===== config.mk =====
export PLATFORM = sky130hd
export DESIGN_NAME = bb3_div_cell
export DESIGN_NICKNAME = d
export VERILOG_FILES = /design/src/rtl/bb3_pkg.sv /design/src/rtl/bb3_div_cell.sv
export SDC_FILE = /design/constraint.sdc
export NUM_CORES = 1
export LEC_CHECK = 0
export BUFFER_PORTS_ARGS = -buffer_cell sky130_fd_sc_hd__buf_2
export CAP_MARGIN = 15
export CORE_MARGIN = 1
export CORE_UTILIZATION = 40
export CTS_CLUSTER_SIZE = 8
export DETAILED_ROUTE_END_ITERATION = 16
export GPL_TIMING_DRIVEN = 0
export HOLD_SLACK_MARGIN = 0.08
export MAX_ROUTING_LAYER = met4
export PLACE_DENSITY = 0.73
export REMOVE_ABC_BUFFERS = 1
export SLEW_MARGIN = 25
export SYNTH_ARGS = -nofsm -noshare
export SYNTH_HDL_FRONTEND = slang
export SYNTH_SLANG_ARGS = --single-unit

===== constraint.sdc =====
create_clock -name clock -period 2.7 [get_ports clock]
set_clock_uncertainty 0.1 [all_clocks]
set_input_delay 0.405 -clock clock [delete_from_list [all_inputs] [get_ports clock]]
set_output_delay 0.405 -clock clock [all_outputs]
set_load 0.01 [all_outputs]

===== src/rtl/bb3_pkg.sv =====
`timescale 1ns / 1ps
package bb3_pkg;

   // configuration register geometry
   localparam int CFG_W_BITS = 11;
   localparam int CFG_H_BITS = 13;
   localparam int CSR_DATA_W = 13;
   localparam int CSR_IDX_W  = 1;
   localparam logic [CSR_IDX_W-1:0] REG_IMAGE_WIDTH  = 1'b0;
   localparam logic [CSR_IDX_W-1:0] REG_IMAGE_HEIGHT = 1'b1;
   localparam logic [CFG_W_BITS-1:0] RST_IMAGE_WIDTH  = 11'd640;
   localparam logic [CFG_H_BITS-1:0] RST_IMAGE_HEIGHT = 13'd480;

   // default sizing
   localparam int DEF_MAX_WIDTH  = 1024;
   localparam int DEF_MAX_HEIGHT = 4096;

   // datapath widths
   localparam int PIX_W     = 8;
   localparam int RGB_W     = 3 * PIX_W;
   localparam int SUM_W     = 12;  // nine pixels of 255
   localparam int CNT_W     = 4;   // up to nine neighbors
   localparam int NUM_W     = 13;  // 2*sum + count
   localparam int DEN_W     = 5;   // 2*count
   localparam int DIV_STEPS = 8;   // one quotient bit per cell

   // request travelling down the divider chain
   typedef struct packed {
      logic                        valid;
      logic [2:0][NUM_W-1:0]       rem;
      logic [2:0][PIX_W-1:0]       quot;
      logic [DEN_W-1:0]            dvsr;
      logic                        last;
      logic                        eoi;
   } div_type;

endpackage


===== src/rtl/bb3_div_cell.sv =====
`timescale 1ns / 1ps
module bb3_div_cell #(
   parameter int BIT = 7
) (
   input  logic                clock,
   input  logic                reset,
   input  bb3_pkg::div_type    d_in,
   output bb3_pkg::div_type    d_out
);
   import bb3_pkg::*;

   div_type          d_in_stage;
   div_type          d_ff;
   logic [NUM_W-1:0] trial;

   // restoring step: try the shifted divisor against each channel remainder
   always_comb begin
      d_in_stage = d_in;
      trial      = NUM_W'(d_in.dvsr) << BIT;
      for (int ch = 0; ch < 3; ch++) begin
         if (d_in.rem[ch] >= trial) begin
            d_in_stage.rem[ch]       = d_in.rem[ch] - trial;
            d_in_stage.quot[ch][BIT] = 1'b1;
         end
      end
   end

   // hand to the neighbor
   always_ff @(posedge clock) begin
      if (reset) begin
         d_ff.valid <= 1'b0;
      end else begin
         d_ff.valid <= d_in_stage.valid;
      end
      d_ff.rem  <= d_in_stage.rem;
      d_ff.quot <= d_in_stage.quot;
      d_ff.dvsr <= d_in_stage.dvsr;
      d_ff.last <= d_in_stage.last;
      d_ff.eoi  <= d_in_stage.eoi;
   end

   assign d_out = d_ff;

endmodule


==> impl_metrics.json, run 1 <==
{
  "synth.largest_area_cell": "dfxtp_1",
  "cp.arrival_ns": 2.77,
  "path_cells": "dlygate4sd3_1, buf_2, inv_1, ha_1, nand4b_1, or4_4, o2111a_4, mux2_4",
  "drt_iter0_markers": 96,
  "required_ns": 2.82,
  "cts_tree": "yes",
  "clkSinkCount": 71,
  "rows": 28,
  "async_reset_ff_share_pct": 0,
  "post_cts_buffers": 0,
  "coreArea_sq_mm": 0.005886,
  "p_seq_share_pct": 46.6,
  "first_global_vias": 2142,
  "drcViolationCount": 0,
  "start_util_pct": 41.31,
  "grt_use_total_pct": 20.91,
  "setup_viol": 0,
  "htreeDepth": 3,
  "antennaDiodeCount": 0,
  "dp_hpwl_microns": 4443,
  "outcome": "finished clean",
  "area.growth.synth_to_final_pct": 61.30,
  "power.total_mw": 2.484,
  "seqCellArea_sq_mm": 0.001421,
  "hold_path_class": "input port to flip-flop",
  "grt.overflow.total": 0,
  "final_layout_size_suffix_gt1_share_pct": 41.77,
  "switching_power_uw": 626.9,
  "crit_fanout": 6,
  "crit_type": "input port to flip-flop",
  "synth_edf_count": 0,
  "ant_nets": 0,
  "cts-root-buf": "clkbuf_8",
  "syn_avg_cell_area_sq_um": 12.09,
  "gp_congestion": 0.8325,
  "multi_input_area_sq_um": 948.4,
  "netlist_instances": 201,
  "tns_ns": 0,
  "clockBufferDepth": 2,
  "max_slew_margin_pct": 69.70,
  "p_clk_share_pct": 35.0,
  "yosysMostFrequentCell": "dfxtp_1",
  "ys.flop_type": "dfxtp_1",
  "die_h_microns": 79.96,
  "fp.dieArea_sq_mm": 0.006394,
  "worst-slew-pin-transition_ns": 0.4528,
  "leakage_nw": 1.915,
  "fin_util_pct": 66.62,
  "postPlaceCellArea_sq_mm": 0.003241,
  "netlist_top_cells_area": "dfxtp_1, ha_1, mux2i_1",
  "vdd_drop_max_uv": 364.5,
  "power_density_mw_per_mm2": 633.6,
  "post-route-period-util_pct": 98.10,
  "ys_ff_latch": 71,
  "p_int_mw": 1.858,
  "ios": 144,
  "synth_cell_type_count": 40,
  "startpoint_type": "input port",
  "yosysTopAreaCellShare_pct": 58.47,
  "drv_cap": 0,
  "grt_max_degree": 13,
  "antenna_found_initial": 0,
  "netlist_top_cells_count": "dfxtp_1, inv_1, ha_1, nor2_1, a21oi_1",
  "slew_violations": 0,
  "fill_cells": 466,
  "grt_pass1_wl_microns": 9735,
  "wirelength_microns": 6596,
  "seq_area_frac_synth_pct": 58.47,
  "cp_slowest_cell": "or4_4",
  "firstDrtPassIters": 4,
  "numPortBuffers": 143,
  "syn-cell-area_sq_mm": 0.002431,
  "vias": 2224,
  "cts_buffers": 9,
  "final_area_sq_mm": 0.003921,
  "cpPeakStageDelay_ns": 0.57,
  "via_per_inst": 4.614,
  "p_comb_share_pct": 18.5,
  "layout.nets": 493,
  "yosys_warnings": 0,
  "clk_pin_slew_ns": 0.08,
  "largest_reg_flops": 71,
  "wl_per_cell_microns": 13.68,
  "rsz0062_at_grt": "true",
  "fmax_ghz": 0.3776,
  "die_width_microns": 79.96,
  "power_switching_share_pct": 25.23,
  "finalHoldViolCount": 0,
  "cp-end-kind": "flip-flop",
  "fin_crit_ns": 2.649
}
## cells by family (layout without fill, tap and decap cells)
logic type               Yosys count  count (layout)  synth area share [%]
AO/OA/AOI/OAI                     27              27                 7.566
XOR/XNOR                           6               6                 2.162
adder cells (fa/ha/maj)           18              18                 10.19
buffers and inverters             17             223                 2.625
flip-flops                        71              71                 58.47
multiplexers                      13              13                 5.970
AND/OR/NAND/NOR                   49              49                 13.02
## per-stage QoR
stage,worst slack [ns],hold WS (ns),instances
finish,0.05137,0.1275,482
CTS,0.004198,0.1021,482
global placement,0.1090,0.4073,419
global route,-0.01396,0.1023,482
floorplan,0.4853,0.3327,201
detailed placement,0.1232,0.4088,419
## per-layer routing
layer	wire length, microns	track usage [%]
met3	478	5.143
met1	2613	20.54
met4	46	8.214
met2	3457	39.23
met5	0	-
## final timing paths
path,start,endpoint,cells past startpoint
setup / recovery,d_in[5],d_out[53],8
hold / removal,reset,d_out[70],2
## final cells by class
| type | count | share of cell area, % |
|---|---|---|
| Clock inverter | 4 | 1.340 |
| Tap cell | 75 | 2.393 |
| Timing Repair Buffer | 190 | 30.25 |
| Sequential cell | 71 | 36.25 |
| Multi-Input combinational cell | 113 | 24.19 |
| Clock buffer | 12 | 3.957 |
| Inverter | 17 | 1.627 |
## power groups by stage
stage          clock (mW)  combinational, mW  sequential [mW]
2_1_floorplan           0              0.169             1.23
4_1_cts             0.893              0.456             1.16
6_report            0.869              0.459             1.16
3_3_place_gp            0              0.395             1.18
5_1_grt             0.919              0.499             1.16
3_5_place_dp            0              0.402             1.18
## cells in the final DEF (no fill, tap or decap), types with 2 or more instances in the layout
cell type / netlist / final
mux2i_1: 7 / 7
nand3b_1: 2 / 2
xor2_1: 3 / 3
fa_1: 3 / 3
nor2b_1: 6 / 6
nand2_1: 5 / 5
or3_1: 3 / 3
o21bai_1: 2 / 2
nand2b_1: 3 / 3
nand4b_1: 2 / 2
ha_1: 15 / 15
buf_2: 0 / 143
inv_1: 17 / 17
o2111ai_1: 2 / 2
nor2_1: 9 / 8
a21oi_1: 8 / 8
mux2_2: 4 / 4
or4_1: 2 / 2
dlygate4sd3_1: 0 / 47
o21ai_0: 7 / 7
nor3b_1: 2 / 2
mux2_4: 2 / 2
nor4b_1: 6 / 6
xnor2_1: 3 / 3
dfxtp_1: 71 / 71
clkbuf_8: 0 / 11
## worst max-delay path: cells and delay by family
family | cells | cell delay (ns)
AO/OA/AOI/OAI | 1 | 0.21
adder cells (fa/ha/maj) | 1 | 0.39
buffers and inverters | 3 | 0.72
multiplexers | 1 | 0.31
AND/OR/NAND/NOR | 2 | 0.74
## timing repair
item | in CTS | in global routing
endpoints found under the hold margin | 47 | 0
gates resized for setup | 0 | 1
hold buffers | 47 | 0
setup endpoints to repair | 0 | 4
(Power assumes the default switching activity.)
==> inputs of run 2 (changes only) <==
Settings changed: CTS_BUF_LIST set to sky130_fd_sc_hd__clkbuf_4.
==> impl_metrics.json, run 2 (synthesis gave the netlist of run 1 again) <==
{
  "final_layout_size_suffix_gt1_share_pct": 41.12,
  "largest_reg_flops": 71,
  "crit_fanout": 6,
  "clkSinkCount": 71,
  "finalHoldViolCount": 0,
  "start_util_pct": 41.31,
  "required_ns": 2.89,
  "place_inst": 419,
  "routed.top_layer": "met4",
  "mostFrequentLayoutCell": "buf_2",
  "htreeDepth": 3,
  "met2_length_microns": 3427,
  "rows": 28,
  "wirelength_microns": 6589,
  "fp.dieArea_sq_mm": 0.006394,
  "fin_util_pct": 66.07,
  "outcome": "finished clean",
  "rsz0062_at_grt": "false",
  "fin_crit_ns": 2.579,
  "gp_congestion": 0.8325,
  "numPortBuffers": 143,
  "max_slew_margin_pct": 69.87,
  "mostFrequentLayoutCells": "buf_2, dfxtp_1, dlygate4sd3_1",
  "startpoint_type": "input port",
  "clk_pin_slew_ns": 0.11,
  "antenna_found_initial": 0,
  "grt.overflow.total": 0,
  "drcViolationCount": 0,
  "cts_tree": "yes",
  "vias": 2253,
  "fmax_ghz": 0.3878,
  "cp.arrival_ns": 2.77,
  "cp_num_buf_inv": 3,
  "crit_end": "d_out[53]",
  "coreArea_sq_mm": 0.005886,
  "leakage_nw": 1.900,
  "cts-root-buf": "clkbuf_4",
  "tns_ns": 0,
  "dp_hpwl_microns": 4443,
  "slew_violations": 0,
  "drt_iter0_markers": 79,
  "met1_length_microns": 2537,
  "cpPeakStageDelay_ns": 0.57,
  "via_per_inst": 4.636,
  "layout.nets": 497,
  "crit_family": "simple AND/OR/NAND/NOR gates",
  "vdd_drop_max_uv": 285.1,
  "first_global_vias": 2152,
  "area.growth.synth_to_final_pct": 59.96,
  "antennaDiodeCount": 0,
  "grt_pass1_wl_microns": 9756,
  "cp-end-kind": "flip-flop",
  "crit_cells": 8,
  "crit_type": "input port to flip-flop",
  "path_cells": "dlygate4sd3_1, buf_2, inv_1, ha_1, nand4b_1, or4_4, o2111a_4, mux2_4",
  "clockBufferDepth": 2,
  "fin_cells": 486,
  "wl_met3_microns": 517,
  "critPathLaunch": "d_in[6]",
  "post-route-period-util_pct": 95.51,
  "hold_path_class": "input port to flip-flop",
  "cp_slowest_cell": "or4_4",
  "post_cts_buffers": 0,
  "grt_max_degree": 13,
  "die_h_microns": 79.96,
  "ant_nets": 0,
  "setup_viol": 0,
  "ios": 144,
  "cts_buffers": 9,
  "power.total_mw": 2.276,
  "grt_use_total_pct": 21.20,
  "firstDrtPassIters": 4,
  "die_width_microns": 79.96,
  "drv_cap": 0,
  "wl_per_cell_microns": 13.56,
  "worst-slew-pin-transition_ns": 0.4502,
  "power_density_mw_per_mm2": 585.3
}
[run 2: cell count changes in the layout (fill, tap and decap cells not counted), sizes merged]
| cell | change |
|---|---|
| clkinv | +2 |
| clkbuf | -2 |
| dlygate4sd3 | +4 |
[run 2: routing by layer]
metal,up-vias,GRT usage [%]
li1,1115,-
met1,1031,20.79
met2,97,39.66
met3,10,5.143
met4,0,8.750
met5,-,-
[run 2: worst min path at each step]
| stage | startpoint | end | slack, ns | cells after the start |
|---|---|---|---|---|
| after floorplan | d_in[0] | d_out[0] | 0.33 | 0 |
| after global placement | d_in[10] | d_out[10] | 0.41 | 1 |
| after detailed placement | d_in[28] | d_out[28] | 0.41 | 1 |
| after CTS | d_in[70] | d_out[70] | 0.08 | 2 |
| after global routing | d_in[70] | d_out[70] | 0.09 | 2 |
| final | d_in[70] | d_out[70] | 0.11 | 2 |
[run 2: what timing repair did]
item,4_1_cts,5_1_grt
gates resized for setup,0,1
endpoints found under the setup margin,0,2
hold buffers,51,0
endpoints found under the hold margin,51,0
[run 2: stage by stage]
step / hold WS, ns / setup WS (ns) / area [sq um]
floorplan: 0.3327 / 0.4853 / 2431
CTS: 0.08326 / 0.01220 / 3886
finish: 0.1139 / 0.1213 / 3889
global route: 0.08545 / 0.07049 / 3889
global placement: 0.4073 / 0.1090 / 3241
detailed placement: 0.4088 / 0.1232 / 3241
[run 2: area by class of cell]
type / instances / area (sq um)
clock buffer: 10 / 75.07
clock inverter: 6 / 60.06
fill: 464 / 1997
inverter: 17 / 63.81
multi-input combinational: 113 / 948.4
sequential: 71 / 1421
tap: 75 / 93.84
timing repair buffer: 194 / 1226
[run 2: power breakdown]
group / internal [mW] / switching (mW)
Sequential: 1.14 / 0.0208
Combinational: 0.244 / 0.219
Clock: 0.291 / 0.366
Total: 1.67 / 0.606
